**src/design/spb_pkg.sv**
```systemverilog
// Shared types, constants and codes of the seed site matrix builder.
`default_nettype none
package spb_pkg;

   // default sizing of the builder
   localparam int DEF_MAX_WIDTH      = 32;
   localparam int DEF_COUNT_BITS     = 20;
   localparam int DEF_MISMATCH_LIMIT = 1;

   // fixed widths of the result fields
   localparam int PROB_BITS  = 17;
   localparam int SITE_BITS  = 20;
   localparam int COL_BITS   = 5;
   localparam int LEN_BITS   = 6;
   localparam int SEED_BITS  = 64;
   localparam int PC_BITS    = 16;

   // best distance when no window was scored
   localparam logic [LEN_BITS-1:0] NO_BEST = 6'd63;
   localparam logic [LEN_BITS-1:0] RUN_MAX = 6'd63;

   // register indexes of the control port
   typedef enum logic [1:0] {
      CSR_SEED_BASES  = 2'd0,
      CSR_SEED_LENGTH = 2'd1,
      CSR_PSEUDOCOUNT = 2'd2
   } csr_index_type;

   // input word
   typedef struct packed {
      logic       action;
      logic [2:0] base_code;
      logic       sequence_end;
   } req_word_type;

   // result word
   typedef struct packed {
      logic [COL_BITS-1:0]  column_index;
      logic [PROB_BITS-1:0] prob_a;
      logic [PROB_BITS-1:0] prob_c;
      logic [PROB_BITS-1:0] prob_g;
      logic [PROB_BITS-1:0] prob_t;
      logic [1:0]           consensus_base;
      logic [SITE_BITS-1:0] site_total;
      logic                 empty_matrix;
      logic                 last;
   } rsp_word_type;

   // controls broadcast to every column cell
   typedef struct packed {
      logic win_shift;
      logic best_take;
      logic seq_clear;
      logic site_add;
      logic cnt_shift;
      logic cnt_clear;
   } cell_ctl_type;

endpackage
`default_nettype wire

```
**src/design/spb_cell.sv**
```systemverilog
// One motif column: window base, best base and four base counts.
`default_nettype none
module spb_cell #(
   parameter int CountBits = 20
) (
   input  wire logic                     clock,
   input  wire logic                     reset,
   input  wire spb_pkg::cell_ctl_type    ctl,
   input  wire logic                     in_len,
   input  wire logic                     is_tail,
   input  wire logic [1:0]               code,
   input  wire logic [1:0]               seed_base,
   input  wire logic [1:0]               win_next,
   input  wire logic [4*CountBits-1:0]   cnt_next,
   output logic      [1:0]               win,
   output logic                          mismatch,
   output logic      [4*CountBits-1:0]   cnt
);
   import spb_pkg::*;

   logic [1:0]             win_ff, win_in, win_shifted;
   logic [1:0]             best_ff, best_in;
   logic [4*CountBits-1:0] cnt_ff, cnt_in;

   // shift the window toward column zero, new base enters at the tail
   always_comb begin
      win_shifted = win_ff;
      if (ctl.win_shift) begin
         if (is_tail) begin
            win_shifted = code;
         end else if (in_len) begin
            win_shifted = win_next;
         end else begin
            win_shifted = 2'd0;
         end
      end
   end

   assign mismatch = in_len && (win_shifted != seed_base);
   assign best_in  = ctl.best_take ? win_shifted : best_ff;
   assign win_in   = ctl.seq_clear ? 2'd0 : win_shifted;

   // count the best base as a site, stream counts out on finalize, or clear them
   always_comb begin
      cnt_in = cnt_ff;
      if (ctl.cnt_clear) begin
         cnt_in = '0;
      end else if (ctl.cnt_shift) begin
         cnt_in = cnt_next;
      end else if (ctl.site_add && in_len) begin
         cnt_in[best_in*CountBits +: CountBits] =
            cnt_ff[best_in*CountBits +: CountBits] + CountBits'(1);
      end
   end

   always_ff @(posedge clock) begin
      if (reset) begin
         win_ff  <= 2'd0;
         best_ff <= 2'd0;
         cnt_ff  <= '0;
      end else begin
         win_ff  <= win_in;
         best_ff <= ctl.seq_clear ? 2'd0 : best_in;
         cnt_ff  <= cnt_in;
      end
   end

   assign win = win_ff;
   assign cnt = cnt_ff;

endmodule
`default_nettype wire

```
**config.mk**
```make
export PLATFORM = sky130hd
export DESIGN_NAME = spb_cell
export DESIGN_NICKNAME = d
export VERILOG_FILES = /design/src/design/spb_pkg.sv /design/src/design/spb_cell.sv
export SDC_FILE = /design/constraint.sdc
export NUM_CORES = 1
export LEC_CHECK = 0
export ABC_AREA = 1
export BUFFER_PORTS_ARGS = -buffer_cell sky130_fd_sc_hd__buf_2
export CAP_MARGIN = 20
export CORE_AREA = 10 10 148 116
export CTS_BUF_LIST = sky130_fd_sc_hd__clkbuf_2 sky130_fd_sc_hd__clkbuf_4 sky130_fd_sc_hd__clkbuf_8
export DETAILED_ROUTE_END_ITERATION = 12
export DIE_AREA = 0 0 158 126
export PLACE_DENSITY_LB_ADDON = 0.1
export SLEW_MARGIN = 25
export SYNTH_ARGS = -nofsm -noshare
export SYNTH_HDL_FRONTEND = slang
export SYNTH_SLANG_ARGS = --single-unit
```
**constraint.sdc**
```tcl
create_clock -name clock -period 3.25 [get_ports clock]
set_input_delay 0 -clock clock [delete_from_list [all_inputs] [get_ports clock]]
set_output_delay 0 -clock clock [all_outputs]
set_load 0.005 [all_outputs]
```
Word level (Yosys, flattened, before mapping) --
Cells that the tools add are included.
Cells by class: shifts and indexed selects 3, equal/unequal tests 1, $add $sub $neg 2, multiply operators 1, multiplexer cells 7, reduce and logical (&&, ||, !) cells 5
Operators with widths (count):
- 80-bit 2-to-1 mux | 2
- 80-bit bitwise mux | 1
- 20-bit by 34-bit variable shift with 80-bit output (first input constant) | 1
- 20-bit by 34-bit variable part select with 80-bit output | 1
- 80-bit by 8-bit variable part select with 20-bit output | 1
- 7-bit negation with 34-bit output | 1
- 20-bit by 1-bit adder with 20-bit output (second input constant) | 1
- 2-bit 2-to-1 mux | 4
- 2-bit by 3-bit multiplier with 5-bit output (second input constant) | 1
- 2-bit OR reduction | 2
- 1-bit logical AND | 2
- 2-bit != test | 1
- 2-bit nonzero test | 1
Storage, ports and cells: input bits 96, word-level logic and storage cells 22, output and inout bits 83, bits in registers 84

Longest topological paths before layout --
Gate-level depths: netlist of run 1.
depth after elaboration 11, depth in mapped cells 23, gate-level depth less buffers 22

Worst setup path before layout of run 1 --
No wires, ideal clock.
kind flip-flop to flip-flop, from register win_ff[0], in the netlist win[0], to register cnt_ff[9], in the netlist cnt[9], slack 0.179 ns, buffers on the path 4, data arrival time 3.014 ns, cell stages (with the launch flop) 20, library setup time 0.057 ns, cell sequence dfxtp_1 > or2_4 > nand3_4 > nand2_4 > buf_4 > buf_4 > inv_2 > buf_2 > ha_1 > clkbuf_1 > clkinv_1 > nor3_1 > nand2_1 > nor2_1 > inv_1 > nor2_1 > nand3_1 > o2111ai_1 > nand2_1 > inv_1
On the way: cells in the longest elaborated chain, start to end 9, elaborated cells between the ends (all ways) 11
RTL lines:
- from (decl) | line spb_cell.sv:21 | logic [1:0] win_ff, win_in, win_shifted;
- from (signal assigned) | line spb_cell.sv:62 | win_ff <= win_in;
- 2-bit 2-to-1 mux (*) | line spb_cell.sv:28 | if (ctl.win_shift) begin
- 2-bit 2-to-1 mux (*) | line spb_cell.sv:40 | assign best_in = ctl.best_take ? win_shifted : best_ff;
- 2-bit by 3-bit multiplier with 5-bit output (*) | line spb_cell.sv:51, spb_cell.sv:52
- 80-bit by 8-bit variable part select with 20-bit output | line spb_cell.sv:52 | cnt_ff[best_in*CountBits +: CountBits] + CountBits'(1);
- 20-bit by 1-bit adder with 20-bit output | line spb_cell.sv:52
- 20-bit by 34-bit variable part select with 80-bit output | line spb_cell.sv:51 | cnt_in[best_in*CountBits +: CountBits] =
- 80-bit bitwise mux (*) | line spb_cell.sv:51
- 80-bit 2-to-1 mux (*) | line spb_cell.sv:50 | end else if (ctl.site_add && in_len) begin
- 80-bit 2-to-1 mux (*) | line spb_cell.sv:48 | end else if (ctl.cnt_shift) begin
- to (signal assigned) | line spb_cell.sv:64 | cnt_ff <= cnt_in;
- to (decl) | line spb_cell.sv:23 | logic [4*CountBits-1:0] cnt_ff, cnt_in;
Mark *: on every way between the ends. The rest lies on a longest branch, timed or not. The select of a mux whose other input is x is not followed. A chain may end at the register's enable or synchronous reset.

Worst setup path after layout of run 1 --
from register win_ff[1], in the netlist win[1], to register cnt_ff[43], in the netlist cnt[43]
The elaborated chain is that of the path after synthesis.

==> results.txt, run 1 <==
Flop2flop setup slack: 150 ps
GRT Util Overall: 0.3477
Slew HR: 0.4820
GRT met1 Usage: 0.4426
Worst path max stage delay: 320 ps
Max FO, Critical Path: 29
Starting DRT DRC Count: 1435
Setup total negative slack: 0 ps
Global route hottest layer: met2
Total CTS buffers: 9
Die height: 126 um
Slowest stage cell, crit path: nand4_1
Number of global-route vias before repair: 9083
Worst path arrival time: 3390 ps
CTS clk-pin slew, worst paths: 110 ps
Layout cell share with drive strength beyond 1: 0.1820
Post-synthesis cell count: 1266
Seq/Total Area, Yosys: 0.2394
Syn avg cell area: 5.549 um2
Mapped Nets: 1369
Cell Area, Placed: 8142 um2
Final GP Congestion: 1.077
RR Startpoint: win[1]
Setup repair after global routing missed its margin: yes
Hold Path Cell Cnt: 5
DRT Pass-1 Iters: 7
Status: completed
CP Data Required Time: 3540 ps
Cell Chain, Critical Path: or2_1 > nand3_2 > nand2_4 > inv_4 > buf_8 > nand3_1 > nand2_1 > nand2_2 > nor2_2 > nand4_1 > nand3_1 > nand3_1 > nand3_1 > nand2_1 > a21oi_1 > nor2_1
Fin. max-slew vios: 0
Worst-skew pair later-pin latency: 400 ps
Startpoint of the worst hold path: code[0]
Main synth FF type: dfxtp_1
Initial antenna violation count: 1
Hold Path End: win[0]
Port bufs: 178
GR Layer Usage met3: 0.1323
Layout Skew: 9.878 ps
Finished Core Util: 0.6470
Met2 usage: 0.5124
Pwr per Cell Area: 339.1 nW/um2
Hold Vio Cnt, Final: 0
Vias: 9796
Filler instances: 1348
Routed Antenna Nets: 0
First-pass GRT wire length: 53.32 mm
Row cnt: 38
CTS Root Cell: clkbuf_8
Clock Tree Buf Depth: 2
FF-to-FF path depth: 16
Ys async rst share: 0
Flops & latches, synth: 84
Max-cap viol count: 0
Routed vias/inst: 5.793
Leakage power: 4.403 nW
Area grow syn2layout: 30.92%
WP buf/inv: 2
Placed cells: 1594
Final instance area: 9198 um2
DRC: 0
Syn. warnings: 0
Max H-tree Level: 3
Critical Path End Type: flip-flop
Worst Hold Class: input port to flip-flop
CTS tree: yes
EDFF count, synth: 0
Total routed wirelength: 35.92 mm
Fin crit share: 0.9544
Post-layout net count: 1609
Worst path top cell family by delay: simple AND/OR/NAND/NOR gates
Fmax: 322.4 MHz
Io pins: 179
Netlist cell types: 40
Initial Util: 0.4942
Non-Filler Instances: 1691
CP startpoint kind: flip-flop
Die area: 19910 um2
Die X: 158 um
Reg2Reg Capture Point: cnt[43]
# diodes: 0
Syn Std Cell Area: 7025 um2
Final Critical Period: 3102 ps
Worst slew pin tran: 775.1 ps
Total power: 0.003119 W
CTS sink count: 84
Post-DP HPWL: 27.57 mm
Critical Setup Path Class: flip-flop to flip-flop
GRT overflow: 0
Max VDD drop: 0.2706 mV
Post-CTS Setup Bufs: 0
Drt wl/cell: 21.24 um
Setup Viol. Count Final: 0
Crit path top cell by count: nand3_1
Pin count of the biggest net entering global routing: 51
Core area: 14220 um2
-- power by group --
group	internal, W	leakage [nW]	switching, W
Clock	0.000367	0.103	0.000480
Combinational	0.000396	3.62	0.000792
Sequential	0.00106	0.684	0.0000210
Total	0.00183	4.40	0.00129
-- what timing repair did --
action / in CTS / in global routing
endpoints found under the setup margin: 0 / 44
endpoints found under the hold margin: 83 / 0
hold buffers: 81 / 0
resized for setup: 0 / 10
-- layer usage --
metal | routed length [um] | part of all wire | up-vias
met3 | 5148 | 0.14 | 97
li1 | - | - | 4574
met5 | 0 | 0 | -
met1 | 14110 | 0.39 | 4399
met4 | 1463 | 0.041 | 0
met2 | 15200 | 0.42 | 726
-- per-stage QoR --
stage | setup slack (ps) | hold WS [ps]
after floorplan | 179.0 | 89.86
after global placement | 55.25 | 277.1
after detailed placement | 68.30 | 293.3
after CTS | 36.55 | 6.443
after global routing | -12.76 | 56.71
final | 148.1 | 19.19
-- cells in the mapped netlist (2+ instances only) --
cell / number / area share
or2_2: 2 / 0.0018
nor3_1: 3 / 0.0021
nand3_1: 224 / 0.16
clkinv_1: 3 / 0.0016
nor2_1: 69 / 0.037
a31oi_1: 5 / 0.0045
nand2_4: 2 / 0.0032
buf_2: 14 / 0.010
nor2_2: 7 / 0.0062
nand2_1: 389 / 0.21
o22ai_1: 6 / 0.0053
o21ai_2: 3 / 0.0037
o2111ai_1: 4 / 0.0050
ha_1: 7 / 0.012
o21a_1: 11 / 0.012
a21oi_1: 81 / 0.058
buf_1: 7 / 0.0037
o21ai_0: 77 / 0.055
o21ai_1: 14 / 0.010
buf_4: 7 / 0.0075
clkbuf_1: 40 / 0.021
dfxtp_1: 84 / 0.24
inv_2: 4 / 0.0021
nand4_1: 18 / 0.016
inv_1: 160 / 0.085
buf_6: 3 / 0.0048
xnor2_1: 2 / 0.0025
nand2_2: 8 / 0.0071
-- registers in the layout, indices dropped and copies added (netlist names) --
signal,cells
cnt,80
win,2
best_ff,2
-- tightest hold or removal path: cells and delay by family --
| family | cells | cell delay [ps] |
|---|---|---|
| simple gates | 3 | 240 |
| buf+inv | 1 | 90 |
| compound gates | 1 | 50 |
-- kinds of logic (layout without fill, tap and decap cells) --
family,count (synthesis),in the layout,share of synthesized area
flops,84,84,0.2394
fa+ha+maj,7,7,0.01247
simple gates,728,728,0.4493
compound gates,205,205,0.1576
xor+xnor,3,3,0.003741
buf+inv,239,484,0.1375
-- worst max-delay path by stage --
stage | from | to | cells past startpoint
final | win[1] | cnt[43] | 16
after global routing | win[1] | cnt[29] | 17
after CTS | win[0] | cnt[72] | 13
after detailed placement | win[0] | cnt[72] | 13
after global placement | win[1] | cnt[43] | 16
after floorplan | win[0] | cnt[9] | 19
-- cells in the final DEF (no fill, tap or decap), types with 3 or more instances in the layout --
master and instances:
dfxtp_1 84, nand3_1 222, inv_1 159, clkinv_1 3, o21ai_1 13, o21ai_0 77
nand2_1 389, nand3_2 3, nor3_1 3, nor2_2 10, buf_4 38, o22ai_1 6
o2111ai_1 4, nand4_1 18, a31oi_1 5, nor2_1 65, a21oi_1 81, buf_2 178
o21a_1 11, nand2_2 8, o21ai_2 4, ha_1 7, inv_2 5, clkbuf_8 9
dlygate4sd3_1 81
-- area by class of cell --
type                            count  area (um2)  share of cell area
Multi-Input combinational cell    943        4407              0.4791
Clock buffer                        9       123.9             0.01347
Timing Repair Buffer              300        2042              0.2220
Sequential cell                    84        1682              0.1828
Tap cell                          180       225.2             0.02449
Inverter                          168       633.1             0.06883
Clock inverter                      7       85.08            0.009250
No activity file was read; power rests on OpenSTA's default activity.
==> run 2, diff against run 1 <==
--- a/config.mk
+++ b/config.mk
@@ -12,7 +12,7 @@
 export CTS_BUF_LIST = sky130_fd_sc_hd__clkbuf_2 sky130_fd_sc_hd__clkbuf_4 sky130_fd_sc_hd__clkbuf_8
 export DETAILED_ROUTE_END_ITERATION = 12
 export DIE_AREA = 0 0 158 126
-export PLACE_DENSITY_LB_ADDON = 0.1
+export PLACE_DENSITY = 0.78
 export SLEW_MARGIN = 25
 export SYNTH_ARGS = -nofsm -noshare
 export SYNTH_HDL_FRONTEND = slang
==> run 2 against run 1 <==
Final cell count down 0.24%. Sequential cell count unchanged. Total power down 0.44%. Largest power group unchanged. Wire length up 0.70%. Worst setup slack worse by 68 ps. Largest cell class unchanged. Clock power down 2%. Hold slack worse by 14 ps. Die area unchanged. Non-clock buffer count down 5.
==> results.txt, run 2 (synthesis gave the netlist of run 1 again) <==
Non-Filler Instances: 1687 (-0.24%)
Slew HR: 0.4198 (-0.06221)
Drt wl/cell: 21.44 um (+0.94%)
Routed Antenna Nets: 0 (unchanged)
Post-DP HPWL: 27.54 mm (-0.14%)
Final GP Congestion: 1.066 (-0.98%)
GRT Util Overall: 0.3508 (+0.003041)
RR Startpoint: win[0]
Hold Vio Cnt, Final: 0 (unchanged)
Sequential share of power: 0.350 (+0.003)
P_int: 0.001836 W (+0.53%)
Setup Viol. Count Final: 0 (unchanged)
DRC: 0 (unchanged)
Reg2Reg Capture Point: cnt[31]
CTS tree: yes
Max H-tree Level: 3 (unchanged)
Starting DRT DRC Count: 1484 (+3.4%)
Critical Path End Type: flip-flop
Max VDD drop: 0.2424 mV (-10%)
Pin count of the biggest net entering global routing: 47 (-7.8%)
Number of flip-flops in the largest register: 80 (unchanged)
Clock network power share: 0.268 (-0.004)
Post-CTS Setup Bufs: 0 (unchanged)
First-pass GRT wire length: 53.94 mm (+1.2%)
Routed vias/inst: 5.778 (-0.25%)
Placed cells: 1594 (unchanged)
Area grow syn2layout: 30.63%
Total power: 0.003105 W (-0.44%)
Worst Setup EP: cnt[31]
Commonest cells after routing, fill and taps aside: nand2_1, nand3_1, buf_2, inv_1, dfxtp_1
CTS sink count: 84 (unchanged)
Layout cell share with drive strength beyond 1: 0.1806 (-0.001388)
Total routed wirelength: 36.18 mm (+0.70%)
Clock Tree Buf Depth: 2 (unchanged)
Initial antenna violation count: 1 (unchanged)
Net Sw Power: 0.001269 W (-1.8%)
Comb pwr share: 0.383 (+0.002)
Sw Share: 0.4088 (-0.005669)
CTS clk-pin slew, worst paths: 110 ps (about the same)
Vias: 9748 (-0.49%)
Status: completed
Worst path arrival time: 3430 ps (+40 ps)
Flop2flop setup slack: 80 ps (-70 ps)
Core area: 14220 um2 (unchanged)
Leading cell type in the layout, fill and taps excluded: nand2_1
Number of global-route vias before repair: 9173 (+0.99%)
Post-layout net count: 1604 (-0.31%)
Row cnt: 38 (unchanged)
Initial Util: 0.4942 (unchanged)
Setup total negative slack: 0 ps (unchanged)
Fmax: 315.4 MHz (-2.2%)
Worst-skew pair later-pin latency: 400 ps (about the same)
Leakage power: 4.391 nW (-0.28%)
Final Critical Period: 3170 ps (+68.47 ps)
Layout Skew: 22.34 ps (+12.46 ps)
Die X: 158 um (unchanged)
CP startpoint kind: flip-flop
Max FO, Critical Path: 20 (-31%)
Die height: 126 um (unchanged)
Port bufs: 178 (unchanged)
Crit path from: win[0]
Worst slew pin tran: 868.2 ps (+93.09 ps)
Fin crit share: 0.9755 (+0.02107)
Total CTS buffers: 9 (unchanged)
CP Data Required Time: 3510 ps (-30 ps)
DRT Pass-1 Iters: 7 (unchanged)
Die area: 19910 um2 (unchanged)
Setup repair after global routing missed its margin: no
Max-cap viol count: 0 (unchanged)
Io pins: 179 (unchanged)
Pwr per Cell Area: 338.4 nW/um2 (-0.22%)
FF-to-FF path depth: 16 (unchanged)
Critical Setup Path Class: flip-flop to flip-flop
Worst Hold Class: input port to flip-flop
CTS Root Cell: clkbuf_8
GRT overflow: 0 (unchanged)
Fin. max-slew vios: 0 (unchanged)
## run 2: cell count changes in the layout (fill, tap and decap cells not counted), moves of 3 or more
cell           before  now
buf_12              2    5
buf_4              38   33
buf_6               0    3
dlygate4sd3_1      81   76
## run 2: layer usage
| metal | vias to the layer above | GRT usage | part of all wire | wire length [um] |
|---|---|---|---|---|
| met2 | 700 | 0.5087 | 0.41 | 14940 |
| met5 | - | 0 | 0 | 0 |
| met1 | 4383 | 0.4594 | 0.40 | 14470 |
| met3 | 109 | 0.1170 | 0.14 | 4989 |
| met4 | 0 | 0.1615 | 0.049 | 1776 |
| li1 | 4556 | - | - | - |
## run 2: through the flow
step                setup slack [ps]  hold slack (ps)  instance area [um2]  utilization
floorplan                      179.0            89.86                 7025            -
global placement               231.1            275.4                 8179       0.5753
detailed placement             236.0            282.0                 8179       0.5753
CTS                            221.0            1.393                 9143       0.6431
global route                   8.247            57.38                 9178       0.6456
finish                         79.64            5.471                 9178       0.6456
## run 2: power by group through the flow
stage          Combinational [W]  Sequential [W]  Clock (W)
2_1_floorplan           0.000641         0.00111          0
3_3_place_gp             0.00106         0.00111          0
4_1_cts                  0.00113         0.00108   0.000831
6_report                 0.00119         0.00109   0.000831
5_1_grt                  0.00128         0.00109   0.000865
3_5_place_dp             0.00106         0.00111          0
## run 2: worst min path at each step
stage | startpoint | to | slack (ps) | cells past startpoint
2_1_floorplan | in_len | mismatch | 90 | 1
3_3_place_gp | cnt_next[79] | cnt[79] | 280 | 3
3_5_place_dp | cnt_next[18] | cnt[18] | 280 | 3
4_1_cts | cnt_next[4] | cnt[4] | 1 | 5
5_1_grt | cnt_next[4] | cnt[4] | 60 | 5
6_report | cnt_next[4] | cnt[4] | 5 | 5
## run 2: area by class of cell
class	instances	area, um2
antenna	1	2.502
fill	1370	5039
tap	180	225.2
timing repair buffer	295	2033
multi-input combinational	943	4390
clock buffer	10	131.4
inverter	168	641.9
sequential	84	1682
clock inverter	6	71.32
## run 2: repair_timing
action / 4_1_cts / 5_1_grt
hold buffers: 76 / 0
setup endpoints to repair: 0 / 22
hold endpoints to repair: 78 / 0
gates resized for setup: 0 / 10
## run 2: worst max-delay path, cell delays in order, from the launching register on
cell and delay, ps:
dfxtp_1 320, or2_4 240, nand3_4 110, nand2_4 130, buf_12 200, nand2_1 60
nand3_1 60, nand2_1 170, nand3_1 210, nor2_2 340, nand4_1 310, nand3_1 200
nand2_1 190, nand2_1 110, nand2_1 60, nand3_1 220, a21oi_1 90
