## src/design/spb_pkg.sv

```systemverilog
// Shared types, constants and codes of the seed site matrix builder.
`default_nettype none
package spb_pkg;

   // default sizing of the builder
   localparam int DEF_MAX_WIDTH      = 32;
   localparam int DEF_COUNT_BITS     = 20;
   localparam int DEF_MISMATCH_LIMIT = 1;

   // fixed widths of the result fields
   localparam int PROB_BITS  = 17;
   localparam int SITE_BITS  = 20;
   localparam int COL_BITS   = 5;
   localparam int LEN_BITS   = 6;
   localparam int SEED_BITS  = 64;
   localparam int PC_BITS    = 16;

   // best distance when no window was scored
   localparam logic [LEN_BITS-1:0] NO_BEST = 6'd63;
   localparam logic [LEN_BITS-1:0] RUN_MAX = 6'd63;

   // register indexes of the control port
   typedef enum logic [1:0] {
      CSR_SEED_BASES  = 2'd0,
      CSR_SEED_LENGTH = 2'd1,
      CSR_PSEUDOCOUNT = 2'd2
   } csr_index_type;

   // input word
   typedef struct packed {
      logic       action;
      logic [2:0] base_code;
      logic       sequence_end;
   } req_word_type;

   // result word
   typedef struct packed {
      logic [COL_BITS-1:0]  column_index;
      logic [PROB_BITS-1:0] prob_a;
      logic [PROB_BITS-1:0] prob_c;
      logic [PROB_BITS-1:0] prob_g;
      logic [PROB_BITS-1:0] prob_t;
      logic [1:0]           consensus_base;
      logic [SITE_BITS-1:0] site_total;
      logic                 empty_matrix;
      logic                 last;
   } rsp_word_type;

   // controls broadcast to every column cell
   typedef struct packed {
      logic win_shift;
      logic best_take;
      logic seq_clear;
      logic site_add;
      logic cnt_shift;
      logic cnt_clear;
   } cell_ctl_type;

endpackage
`default_nettype wire

```

## src/design/spb_div.sv

```systemverilog
// Four-lane radix-2 divider sharing one denominator, one quotient bit a cycle.
`default_nettype none
module spb_div #(
   parameter int NumBits = 29,
   parameter int DenBits = 31
) (
   input  wire logic                                clock,
   input  wire logic                                reset,
   input  wire logic                                load,
   input  wire logic [4*NumBits-1:0]                num,
   input  wire logic [DenBits-1:0]                  den,
   output logic                                     done,
   output logic      [4*spb_pkg::PROB_BITS-1:0]     quot
);
   import spb_pkg::*;

   localparam int StepBits = $clog2(PROB_BITS);

   logic                         run_ff, run_in;
   logic                         done_ff, done_in;
   logic [StepBits-1:0]          step_ff, step_in;
   logic [DenBits-1:0]           den_ff;
   logic [4*DenBits-1:0]         rem_ff, rem_in;
   logic [4*PROB_BITS-1:0]       quot_ff, quot_in;
   logic [DenBits:0]             trial;

   // each lane: first step compares as is, later steps shift left first
   always_comb begin
      rem_in  = rem_ff;
      quot_in = quot_ff;
      run_in  = run_ff;
      done_in = 1'b0;
      step_in = step_ff;
      trial   = '0;
      if (load) begin
         for (int k = 0; k < 4; k++) begin
            rem_in[k*DenBits +: DenBits] = DenBits'(num[k*NumBits +: NumBits]);
         end
         quot_in = '0;
         run_in  = 1'b1;
         step_in = '0;
      end else if (run_ff) begin
         for (int k = 0; k < 4; k++) begin
            if (step_ff == '0) begin
               trial = {1'b0, rem_ff[k*DenBits +: DenBits]};
            end else begin
               trial = {rem_ff[k*DenBits +: DenBits], 1'b0};
            end
            if (trial >= {1'b0, den_ff}) begin
               rem_in[k*DenBits +: DenBits] = DenBits'(trial - {1'b0, den_ff});
               quot_in[k*PROB_BITS +: PROB_BITS] =
                  {quot_ff[k*PROB_BITS +: PROB_BITS-1], 1'b1};
            end else begin
               rem_in[k*DenBits +: DenBits] = DenBits'(trial);
               quot_in[k*PROB_BITS +: PROB_BITS] =
                  {quot_ff[k*PROB_BITS +: PROB_BITS-1], 1'b0};
            end
         end
         step_in = step_ff + StepBits'(1);
         if (step_ff == StepBits'(PROB_BITS - 1)) begin
            run_in  = 1'b0;
            done_in = 1'b1;
         end
      end
   end

   always_ff @(posedge clock) begin
      if (reset) begin
         run_ff  <= 1'b0;
         done_ff <= 1'b0;
         step_ff <= '0;
      end else begin
         run_ff  <= run_in;
         done_ff <= done_in;
         step_ff <= step_in;
      end
   end

   always_ff @(posedge clock) begin
      if (load) begin
         den_ff <= den;
      end
      rem_ff  <= rem_in;
      quot_ff <= quot_in;
   end

   assign done = done_ff;
   assign quot = quot_ff;

endmodule
`default_nettype wire
```

## config.mk

```make
export PLATFORM = sky130hd
export DESIGN_NAME = spb_div
export DESIGN_NICKNAME = d
export VERILOG_FILES = /design/src/design/spb_pkg.sv /design/src/design/spb_div.sv
export SDC_FILE = /design/constraint.sdc
export NUM_CORES = 1
export LEC_CHECK = 0
export BUFFER_PORTS_ARGS = -buffer_cell sky130_fd_sc_hd__clkbuf_2
export CORE_MARGIN = 5
export CORE_UTILIZATION = 30
export CTS_CLUSTER_SIZE = 10
export DETAILED_ROUTE_END_ITERATION = 10
export GPL_ROUTABILITY_DRIVEN = 0
export MAX_ROUTING_LAYER = met4
export SYNTH_ARGS = -nofsm -noshare
export SYNTH_HDL_FRONTEND = slang
export SYNTH_SLANG_ARGS = --single-unit
```

## constraint.sdc

```tcl
create_clock -name clock -period 5.72 [get_ports clock]
set_input_delay 0.572 -clock clock [delete_from_list [all_inputs] [get_ports clock]]
set_output_delay 0.572 -clock clock [all_outputs]
set_load 0.02 [all_outputs]
```

* Word level (Yosys, flattened, before mapping)
Index checks and enable logic that the tools add are counted.
** Cells by class
- Add/subtract/negate cells :: 5
- $lt $le $gt $ge :: 4
- Equal/unequal tests :: 1
- Multiplexer cells :: 26
- Bitwise operators :: 1
- Reduce and logical (&&, ||, !) cells :: 4
** Operators with widths (number)
- 32-bit two-way mux :: 12
- 122-bit two-way mux :: 2
- 32-bit by 31-bit greater-or-equal comparator with 1-bit output :: 4
- 31-bit two-way mux :: 4
- 31-bit subtractor :: 4
- 1-bit two-way mux :: 8
- 5-bit by 1-bit adder with 5-bit output, second input constant :: 1
- 5-bit == test, second input constant :: 1
- 5-bit zero test :: 1
- 3-bit OR reduction :: 1
- 2-bit nonzero test :: 1
- 2-bit OR reduction :: 1
- 1-bit inverter :: 1
** Word-level totals
- Register bits :: 230
- Input port bits :: 150
- Logic and storage cells :: 48

* Logic depth before layout (Yosys ltp)
Gate-level depths: netlist of run 1.
- Depth after elaboration :: 8
- Gate-level depth with buffers :: 23

* Worst setup path before layout of run 1
OpenSTA, ideal clock, no wires.
- Path type :: register to register
- Start :: register step_ff[0]
- End :: register rem_ff[51] (data pin)
- Library setup time :: 0.266 ns
- Arrival time :: 3.894 ns
- Data required time :: 5.454 ns
- Slack :: 1.560 ns
- Cell stages (with the launch flop) :: 22
- Buffers on the path :: 5
- Period minus slack after synthesis :: 4.160 ns
- Cells stage by stage :: dfxtp_1 inv_1 ha_1 nand2_1 or2_2 clkbuf_1 clkbuf_1 clkbuf_1 nand2_1 nand2_1 fa_1 a21o_1 a21oi_1 o21ai_0 a31o_2 a21o_1 a21boi_1 o211ai_1 buf_4 buf_2 o21ai_0 o21ai_1
** Between the ends
- Word-level cells in the longest chain between the ends :: 8
- Elaborated cells on any way between the ends :: 9
- Those cells by class :: 1 x add/sub; 1 x order compare; 6 x mux; 1 x reduce/logical
** RTL lines
- start: declaration :: RTL line spb_div.sv:21 : logic [StepBits-1:0] step_ff, step_in;
- start signal: assignment :: RTL line spb_div.sv:75 : step_ff <= step_in;
- 5-bit zero test (*) :: RTL line spb_div.sv:44 : if (step_ff == '0) begin
- 32-bit two-way mux (*) :: RTL line spb_div.sv:44
- 32-bit two-way mux (*) :: RTL line spb_div.sv:42 : end else if (run_ff) begin
- 32-bit two-way mux (*) :: RTL line spb_div.sv:35 : if (load) begin
- 31-bit subtractor or 32-bit by 31-bit greater-or-equal comparator with 1-bit output (tied branches) :: RTL line spb_div.sv:50, spb_div.sv:49
- 31-bit two-way mux (*) :: RTL line spb_div.sv:49 : if (trial >= {1'b0, den_ff}) begin
- 122-bit two-way mux (*) :: RTL line spb_div.sv:42
- 122-bit two-way mux (*) :: RTL line spb_div.sv:35
- net rem_in[51] :: RTL line spb_div.sv:23 : logic [4*DenBits-1:0] rem_ff, rem_in;
- end signal: assignment :: RTL line spb_div.sv:83 : rem_ff <= rem_in;
- end: declaration :: RTL line spb_div.sv:23
Mark *: on every way through the listed nets, which the timed path passes. The rest lies on a longest branch. The select of a mux whose other input is x is not followed.
A chain may end at the register's enable or synchronous reset.

* Final worst setup path of run 1
- Start :: register step_ff[0]
- End :: register rem_ff[20] (data pin)
The elaborated chain is that of the path after synthesis.

==> flow_summary.json, run 1 <==
{
  "rows": 89,
  "synth-main-ff-cell": "edfxtp_1",
  "relSlewSlack_pct": 30.92,
  "grt_pass1_vias": 16040,
  "power.total_w": 0.006189,
  "wl_per_cell_um": 18.84,
  "critPathArrivalTime_ps": 5220,
  "syn_nets": 2488,
  "die-area_um2": 63980,
  "hold_violations": 0,
  "post-cts-setup-buffers": 0,
  "path_cells": "inv_1 > ha_1 > nand2_1 > or2_4 > buf_4 > nand2_1 > nand2_1 > ha_1 > a21oi_1 > inv_1 > o31ai_1 > o211ai_1 > o21ai_1 > nand2_1 > a31oi_4 > buf_12 > o21ai_0 > a22o_1",
  "intPower_w": 0.003925,
  "whs_ps": 161.3,
  "area_delta_synth_final_pct": 16.32,
  "crit_slowest_cell": "or2_4",
  "firstDrtPassIters": 6,
  "setup_violations": 0,
  "dp.final_hpwl_mm": 43.55,
  "cts_tree": "built",
  "crit_type": "reg2reg",
  "slew_viol_final": 0,
  "ys_seq_area_share_pct": 34.32,
  "pin_count": 219,
  "p_sw_w": 0.002264,
  "cpPeakStageDelay_ps": 510,
  "wl_mm": 59.88,
  "fmax_mhz": 204.4,
  "ys_seq_elements": 230,
  "start_util_pct": 30.11,
  "cts_buffers": 30,
  "worstSetupStartpoint": "step_ff[0]$_SDFFE_PP0P_",
  "nets": 2654,
  "rsz0062_at_grt": "false",
  "cts_max_level": 1,
  "cts_sinks": 230,
  "synth_area_per_cell_um2": 8.019,
  "die_w_um": 252.9,
  "clockRootBuffer": "clkbuf_16",
  "combPwrFrac_pct": 38.1,
  "crit_path_frequent_cell": "nand2_1",
  "cp-start-kind": "flip-flop",
  "drive_gt1_share_pct": 13.40,
  "holdCritStartpoint": "reset",
  "clock_path_buffers": 3,
  "overflow": 0,
  "core_area_um2": 58800,
  "worstHoldPathCells": 2,
  "clk_latency_ps": 580,
  "p_leak_nw": 9.255,
  "ys.warnings.count": 0,
  "drc": 0,
  "grt_pass1_wl_mm": 90.53,
  "pwr-share-seq_pct": 32.2,
  "drtIter0Drc": 1219,
  "async_flop_share_pct": 0,
  "final_cells": 3178,
  "fill_cells": 6165,
  "power_frac_clock_pct": 29.7,
  "die_h_um": 252.9,
  "synth_edf_count": 147,
  "grt_usage_pct": 18.30,
  "ant_nets": 0,
  "reg2regPathDepth": 18,
  "critPathMaxFanout": 43,
  "endpoint_kind": "flip-flop",
  "period_minus_slack_ps": 4892,
  "timing.setup.tns_ps": 0,
  "r2r-start": "step_ff[0]$_SDFFE_PP0P_",
  "post_cts_resized": 0,
  "clock_skew_ps": 14.47,
  "tightestPinTransition_ps": 1036,
  "vias": 16730,
  "syn-cell-area_um2": 17710,
  "vdd_ir_drop_max_mv": 0.2298,
  "power_density_nw_per_um2": 300.5,
  "post-route-period-util_pct": 85.53,
  "p_sw_share_pct": 36.58,
  "cp_data_required_time_ps": 6050,
  "grt_start_max_net_pins": 84,
  "utilization_pct": 35.03,
  "maxCapViolCount": 0,
  "avgViaCountPerCell": 5.263,
  "cts_hold_buf": 0,
  "antenna_found_initial": 9,
  "placed_cells": 3115,
  "cts.clk_slew.worst_paths_ps": 60,
  "holdCritPathClass": "in2reg",
  "ys_types": 70,
  "status": "finished clean",
  "syn_inst": 2208,
  "port_buffers": 218
}
[layer usage]
layer	up-vias	GRT usage [%]	wire length, um
met2	641	28.06	26020
met4	0	5.445	1985
met5	-	-	0
li1	8163	-	-
met1	7830	24.43	26870
met3	92	3.862	5000
[critical path, delay by kind of cell, from the launching register on]
| family | cells | cell delay, ps |
|---|---|---|
| compound gates | 7 | 1890 |
| fa+ha+maj | 2 | 530 |
| buf+inv | 4 | 760 |
| flops | 1 | 400 |
| simple gates | 5 | 990 |
[Yosys cell counts, types with 9 or more instances]
| library cell | instances | area (um^2) |
|---|---|---|
| nand3_1 | 24 | 120.1 |
| nor2b_1 | 18 | 112.6 |
| nor2_1 | 163 | 611.8 |
| nand2b_1 | 16 | 100.1 |
| a31oi_1 | 19 | 118.9 |
| o21a_1 | 17 | 127.6 |
| a211oi_1 | 21 | 157.7 |
| mux2i_1 | 109 | 1091 |
| xor2_1 | 46 | 402.9 |
| clkbuf_1 | 90 | 337.8 |
| o211ai_1 | 21 | 157.7 |
| buf_1 | 12 | 45.04 |
| o21bai_1 | 22 | 165.2 |
| dfxtp_1 | 83 | 1662 |
| xnor2_1 | 63 | 551.8 |
| inv_1 | 61 | 229.0 |
| a21o_1 | 72 | 540.5 |
| ha_1 | 126 | 1577 |
| o21ai_1 | 61 | 305.3 |
| nor3_1 | 14 | 70.07 |
| nand2_1 | 567 | 2128 |
| and3_1 | 11 | 68.82 |
| a22o_1 | 9 | 78.83 |
| edfxtp_1 | 147 | 4414 |
| nand4_1 | 24 | 150.1 |
| o31ai_1 | 10 | 75.07 |
| buf_2 | 10 | 50.05 |
| a21oi_1 | 154 | 770.7 |
| o21ai_0 | 110 | 550.5 |
[placed cells by master (no fill, tap or decap), types with 60 or more instances in the layout]
cell type | netlist | layout
edfxtp_1 | 147 | 147
nor2_1 | 163 | 161
inv_1 | 61 | 60
a21o_1 | 72 | 72
o21ai_1 | 61 | 61
ha_1 | 126 | 126
clkbuf_2 | 1 | 217
o21ai_0 | 110 | 110
xnor2_1 | 63 | 63
a21oi_1 | 154 | 153
nand2_1 | 567 | 567
mux2i_1 | 109 | 109
dfxtp_1 | 83 | 82
[cell families (layout without fill, tap and decap cells)]
| kind of cell | after synthesis | count (layout) | share of synthesized area [%] |
|---|---|---|---|
| flops | 230 | 230 | 34.32 |
| simple gates | 867 | 867 | 20.14 |
| fa+ha+maj | 130 | 130 | 9.356 |
| other cells | 0 | 9 | 0 |
| buf+inv | 180 | 368 | 4.000 |
| mux | 111 | 111 | 6.289 |
| xor+xnor | 109 | 109 | 5.392 |
| compound gates | 581 | 581 | 20.51 |
[worst paths after layout]
kind	end	slack, ps
max	rem_ff[20]$_DFFE_PP_	830
min	run_ff$_SDFF_PP0_	160
max reg2reg	rem_ff[20]$_DFFE_PP_	830
min reg2reg	quot[67]$_SDFFE_PP0P_	500
[flip-flops by register name, summed over array words and instances (netlist names)]
signal,count
done,1
run_ff,1
den_ff,31
rem_ff,124
quot,68
step_ff,5
[through the flow]
stage               cell area, um^2  worst slack (ps)
detailed placement            19630             904.6
global placement              19630             912.0
finish                        20590             827.8
global route                  20590             493.3
CTS                           20570             847.2
floorplan                     17710              1560
[cell type report]
type | instances | area (um^2) | area share [%]
clock buffer | 45 | 857.1 | 4.162
clock inverter | 9 | 83.83 | 0.4070
sequential | 230 | 6080 | 29.52
multi-input combinational | 1798 | 10960 | 53.22
antenna | 9 | 22.52 | 0.1094
timing repair buffer | 251 | 1385 | 6.725
inverter | 63 | 239.0 | 1.160
tap | 773 | 967.2 | 4.696
[power by group through the flow]
stage / logic (W) / clock network, W / registers (W)
after CTS: 0.00233 / 0.00190 / 0.00199
after floorplan: 0.00177 / 0 / 0.00200
after detailed placement: 0.00232 / 0 / 0.00202
after global placement: 0.00229 / 0 / 0.00202
after global routing: 0.00260 / 0.00197 / 0.00200
final: 0.00236 / 0.00184 / 0.00199
No activity file was read; power rests on OpenSTA's default activity.
==> inputs of run 2 (changes only) <==
- REMOVE_ABC_BUFFERS: unset -> 1
==> run 2 against run 1 <==
  * Core utilization decreased by 0.11 points
  * Largest cell class unchanged
  * First-iteration DRC count increased by 17%
  * Worst hold slack improved by 0.55 ps
  * Count of clock-buffer cells in the layout increased by 2
  * Global-route usage decreased by 1.2 points
  * Fmax increased by 0.57%
  * Clock skew decreased by 3.8 ps
  * Critical path type unchanged
  * Setup slack improved by 28 ps
  * Register-to-register slack improved by 30 ps
  * Cell count decreased by 0.60%
  * Non-clock buffer count decreased by 13
==> flow_summary.json, run 2 (same netlist as run 1, synthesis figures left out) <==
{
  "cts_buffers": 31,
  "cts_max_level": 1,
  "place_ws_ps": 861.2,
  "period_minus_slack_ps": 4865,
  "clk_latency_ps": 570,
  "path_cells": "inv_1 > ha_1 > nand2_1 > nor2_4 > buf_4 > nand2_1 > nand2_1 > ha_1 > nand2_1 > nor3_2 > nand2_1 > or4_1 > o31a_1 > o211ai_1 > buf_4 > nor2_1 > a221o_1",
  "cpPeakStageDelay_ps": 710,
  "max_flop_register": "rem_ff",
  "r2r-start": "step_ff[0]$_SDFFE_PP0P_",
  "post_cts_resized": 0,
  "clock_path_buffers": 3,
  "final_cells": 3159,
  "firstDrtPassIters": 6,
  "cts_tree": "built",
  "drc": 0,
  "clock_skew_ps": 10.71,
  "p_leak_nw": 9.217,
  "fmax_mhz": 205.6,
  "clockRootBuffer": "clkbuf_16",
  "largest_register_ffs": 124,
  "rsz0062_at_grt": "false",
  "final_common_cell": "nand2_1",
  "min_to": "run_ff$_SDFF_PP0_",
  "pin_count": 219,
  "nets": 2642,
  "tightestPinTransition_ps": 1122,
  "endpoint_kind": "flip-flop",
  "critPathArrivalTime_ps": 5170,
  "vdd_ir_drop_max_mv": 0.2150,
  "die_h_um": 252.9,
  "wl_mm": 55.78,
  "grt_pass1_vias": 16170,
  "grt_usage_pct": 17.13,
  "timing.setup.tns_ps": 0,
  "avgViaCountPerCell": 5.237,
  "power_density_nw_per_um2": 301.8,
  "crit_path_frequent_cell": "nand2_1",
  "cp-start-kind": "flip-flop",
  "placed_cells": 3102,
  "post-route-period-util_pct": 85.05,
  "ant_nets": 0,
  "rows": 89,
  "holdCritStartpoint": "reset",
  "critPathMaxFanout": 38,
  "cts.clk_slew.worst_paths_ps": 60,
  "worstReg2RegEnd": "rem_ff[59]$_DFFE_PP_",
  "cts_sinks": 230,
  "regArea_um2": 6080,
  "reg2regPathDepth": 17,
  "fin_ws_ps": 855.4,
  "worstHoldPathCells": 2,
  "drtIter0Drc": 1431,
  "vias": 16540,
  "wl_per_cell_um": 17.66,
  "multi_input_area_um2": 10960,
  "status": "finished clean",
  "overflow": 0,
  "crit_type": "reg2reg",
  "core_area_um2": 58800,
  "die_w_um": 252.9,
  "holdCritPathClass": "in2reg",
  "grt_start_max_net_pins": 120,
  "r2r_setup_slack_ps": 860,
  "setup_violations": 0,
  "drive_gt1_share_pct": 13.05,
  "port_buffers": 218,
  "crit_slowest_cell": "nor2_4",
  "maxCapViolCount": 0,
  "dp.final_hpwl_mm": 41.26,
  "grt_pass1_wl_mm": 86.92,
  "slew_viol_final": 0,
  "cts_hold_buf": 0,
  "antenna_found_initial": 1,
  "cp_data_required_time_ps": 6030,
  "die-area_um2": 63980,
  "start_util_pct": 30.11,
  "area_delta_synth_final_pct": 15.96,
  "post-cts-setup-buffers": 0,
  "whs_ps": 161.8,
  "hold_violations": 0,
  "fill_cells": 6162,
  "relSlewSlack_pct": 25.19,
  "most-common-layout-cells": "nand2_1, clkbuf_2, nor2_1, a21oi_1, edfxtp_1"
}
-- run 2: cell types whose count changed in the layout (fill, tap and decap cells not counted), sizes merged --
cell and delta:
bufinv -1, diode -7, buf -13, clkbuf +2
inv -1, clkinv +1
-- run 2: area by class of cell --
type                       count  share of cell area (%)
multi-input combinational   1798                   53.39
inverter                      63                   1.164
tap                          773                   4.711
clock inverter                 8                  0.2011
clock buffer                  47                   4.571
sequential                   230                   29.61
timing repair buffer         238                   6.332
antenna                        2                 0.02438
-- run 2: worst max-delay path, delay by kind of cell, from the launching register on --
kind	cells	cell delay, ps
buffers and inverters	3	950
AND/OR/NAND/NOR	9	2140
adder cells (fa/ha/maj)	2	400
AO/OA/AOI/OAI	3	750
flip-flops	1	340
-- run 2: routing by layer --
metal  vias up  wire, um  track usage (%)
met5         -         0                -
met4         0      1581            4.998
met3        97      3167            2.106
met2       535     25960            27.80
met1      7793     25070            22.57
li1       8118         -                -
-- run 2: power breakdown --
| part | leakage [nW] | total, W | switching (W) | internal [W] |
|---|---|---|---|---|
| clock | 0.491 | 0.00188 | 0.000759 | 0.00112 |
| sequential | 2.19 | 0.00199 | 0.0000765 | 0.00192 |
| combinational | 6.53 | 0.00232 | 0.00140 | 0.000928 |
| total | 9.22 | 0.00620 | 0.00223 | 0.00397 |
-- run 2: how the worst max path moves through the flow --
stage	startpoint	end	slack, ps
after global placement	step_ff[0]$_SDFFE_PP0P_	rem_ff[63]$_DFFE_PP_	970
after CTS	step_ff[0]$_SDFFE_PP0P_	rem_ff[59]$_DFFE_PP_	850
after detailed placement	step_ff[0]$_SDFFE_PP0P_	rem_ff[59]$_DFFE_PP_	860
after floorplan	step_ff[0]$_SDFFE_PP0P_	rem_ff[14]$_DFFE_PP_	-3500
final	step_ff[0]$_SDFFE_PP0P_	rem_ff[59]$_DFFE_PP_	860
after global routing	step_ff[0]$_SDFFE_PP0P_	rem_ff[59]$_DFFE_PP_	470
-- run 2: per-stage QoR --
stage | utilization, % | cell area [um^2] | power, W
final | 34.92 | 20530 | 0.006196
after global routing | 34.91 | 20530 | 0.006594
after CTS | 34.91 | 20530 | 0.006234
after detailed placement | 33.24 | 19550 | 0.004313
after global placement | 33.24 | 19550 | 0.004279
after floorplan | - | 17230 | 0.003739
==> inputs of run 3 (changes only) <==
- CAP_MARGIN: unset -> 10
- CORE_UTILIZATION: 30 -> 40
==> run 3 against run 2 <==
  * Clock skew up 2.8 ps
  * Critical path depth up 1
  * Power down 2.3%
  * Fmax down 1.9%
  * Combinational power about the same
  * Count of clock-buffer cells in the layout down 3
  * Core utilization up 11 points
  * Critical path type unchanged
  * Largest cell class unchanged
==> flow_summary.json, run 3 (same netlist as run 1, synthesis figures left out) <==
{
  "status": "finished clean",
  "post-cts-setup-buffers": 0,
  "r2r_setup_slack_ps": 760,
  "fmax_mhz": 201.6,
  "drtIter0Drc": 1335,
  "rows": 77,
  "endpoint_kind": "flip-flop",
  "maxCapViolCount": 0,
  "holdCritPathClass": "in2reg",
  "whs_ps": 162.2,
  "antenna_found_initial": 0,
  "hold_violations": 0,
  "tightestPinTransition_ps": 958.6,
  "largest_register_ffs": 124,
  "overflow": 0,
  "cpPeakStageDelay_ps": 660,
  "period_minus_slack_ps": 4961,
  "timing.setup.tns_ps": 0,
  "relSlewSlack_pct": 34.44,
  "insertedDiodeCount": 0,
  "crit_cells": 18,
  "slew_viol_final": 0,
  "area_delta_synth_final_pct": 14.27,
  "cts.clk_slew.worst_paths_ps": 60,
  "core_area_um2": 44030,
  "worstHoldPathCells": 2,
  "cts_hold_buf": 0,
  "post_cts_resized": 0,
  "critical-path-top-delay-family": "compound AO/OA/AOI/OAI gates",
  "reg2regPathDepth": 18,
  "clk_latency_ps": 580,
  "cts_max_level": 1,
  "vdd_ir_drop_max_mv": 0.2226,
  "max_flop_register": "rem_ff",
  "fin_ws_ps": 759.2,
  "dp.final_hpwl_mm": 39.66,
  "path_cells": "inv_1 > ha_1 > nand2_1 > nor2_4 > buf_4 > nand2_1 > nand2_1 > ha_1 > a21oi_1 > inv_1 > o31ai_1 > o211ai_1 > o21ai_1 > nand2_1 > a31oi_4 > buf_12 > o21ai_0 > a22o_1",
  "drive_gt1_share_pct": 12.91,
  "critPathMaxFanout": 45,
  "nets": 2644,
  "power_density_nw_per_um2": 299.1,
  "place_ws_ps": 769.0,
  "vias": 16300,
  "critPathArrivalTime_ps": 5290,
  "clockRootBuffer": "clkbuf_16",
  "crit_type": "reg2reg",
  "die-area_um2": 48570,
  "p_leak_nw": 9.179,
  "port_buffers": 218,
  "grt_pass1_wl_mm": 81.97,
  "setup_violations": 0,
  "rsz0062_at_grt": "false",
  "die_w_um": 220.4,
  "clock_path_buffers": 3,
  "grt_usage_pct": 21.45,
  "wl_mm": 53.01,
  "cts_tree": "built",
  "avgViaCountPerCell": 5.472,
  "crit_slowest_cell": "nor2_4",
  "start_util_pct": 40.21,
  "ant_nets": 0,
  "cp-start-kind": "flip-flop",
  "drc": 0,
  "pin_count": 219,
  "most-common-layout-cells": "nand2_1, clkbuf_2, nor2_1, a21oi_1, edfxtp_1",
  "firstDrtPassIters": 6,
  "final_common_cell": "nand2_1",
  "cp_data_required_time_ps": 6050,
  "cts_sinks": 230,
  "grt_start_max_net_pins": 90,
  "grt_pass1_vias": 15720,
  "wl_per_cell_um": 17.80,
  "cts_buffers": 30,
  "clock_skew_ps": 13.47,
  "critPathBufInv": 4,
  "post-route-period-util_pct": 86.73,
  "die_h_um": 220.4,
  "crit_path_frequent_cell": "nand2_1"
}
[run 3: changes by cell type in the layout (fill, tap and decap cells not counted), sizes merged]
cell / before / now
clkbuf: 265 / 262
clkinv: 9 / 11
diode: 2 / 0
clkinvlp: 0 / 1
buf: 20 / 23
inv: 62 / 61
[run 3: layout make-up]
| cell class | instances | area (um^2) |
|---|---|---|
| Tap cell | 592 | 740.7 |
| Fill cell | 4442 | 23800 |
| Clock inverter | 10 | 60.06 |
| Multi-Input combinational cell | 1798 | 10960 |
| Sequential cell | 230 | 6080 |
| Inverter | 63 | 239.0 |
| Clock buffer | 44 | 843.3 |
| Timing Repair Buffer | 241 | 1310 |
[run 3: where the power goes]
part / switching [W] / internal (W) / total [W] / leakage, nW
Sequential: 0.0000714 / 0.00192 / 0.00199 / 2.19
Combinational: 0.00138 / 0.000925 / 0.00231 / 6.54
Clock: 0.000744 / 0.00101 / 0.00176 / 0.442
[run 3: path summary, 6_finish.rpt]
path	startpoint	endpoint
worst max-delay path	step_ff[0]$_SDFFE_PP0P_	rem_ff[14]$_DFFE_PP_
worst min-delay path	reset	run_ff$_SDFF_PP0_
worst max register to register	step_ff[0]$_SDFFE_PP0P_	rem_ff[14]$_DFFE_PP_
worst min register to register	rem_ff[92]$_SDFFE_PP0P_	rem_ff[92]$_SDFFE_PP0P_
[run 3: worst register-to-register path, cell delays in order (launching register included)]
cell and delay [ps]:
dfxtp_1 340, inv_1 70, ha_1 150, nand2_1 100, nor2_4 660, buf_4 530
nand2_1 120, nand2_1 90, ha_1 310, a21oi_1 260, inv_1 70, o31ai_1 370
o211ai_1 240, o21ai_1 230, nand2_1 120, a31oi_4 410, buf_12 270, o21ai_0 170
a22o_1 210
[run 3: stage by stage]
stage	util [%]	total power, W	instances	area (um^2)
5_1_grt	45.95	0.006428	2978	20230
3_3_place_gp	43.90	0.004264	2924	19330
4_1_cts	45.95	0.006074	2978	20230
3_5_place_dp	43.90	0.004292	2924	19330
6_report	45.95	0.006051	2978	20230
2_1_floorplan	-	0.003739	2091	17230
[run 3: layer usage]
metal  share of wire, %  wire length [um]  track usage (%)
met5                  0                 0                -
met4                2.4              1270            5.409
met3                4.9              2595            1.956
met2                 47             25030            35.57
met1                 45             24110            28.49
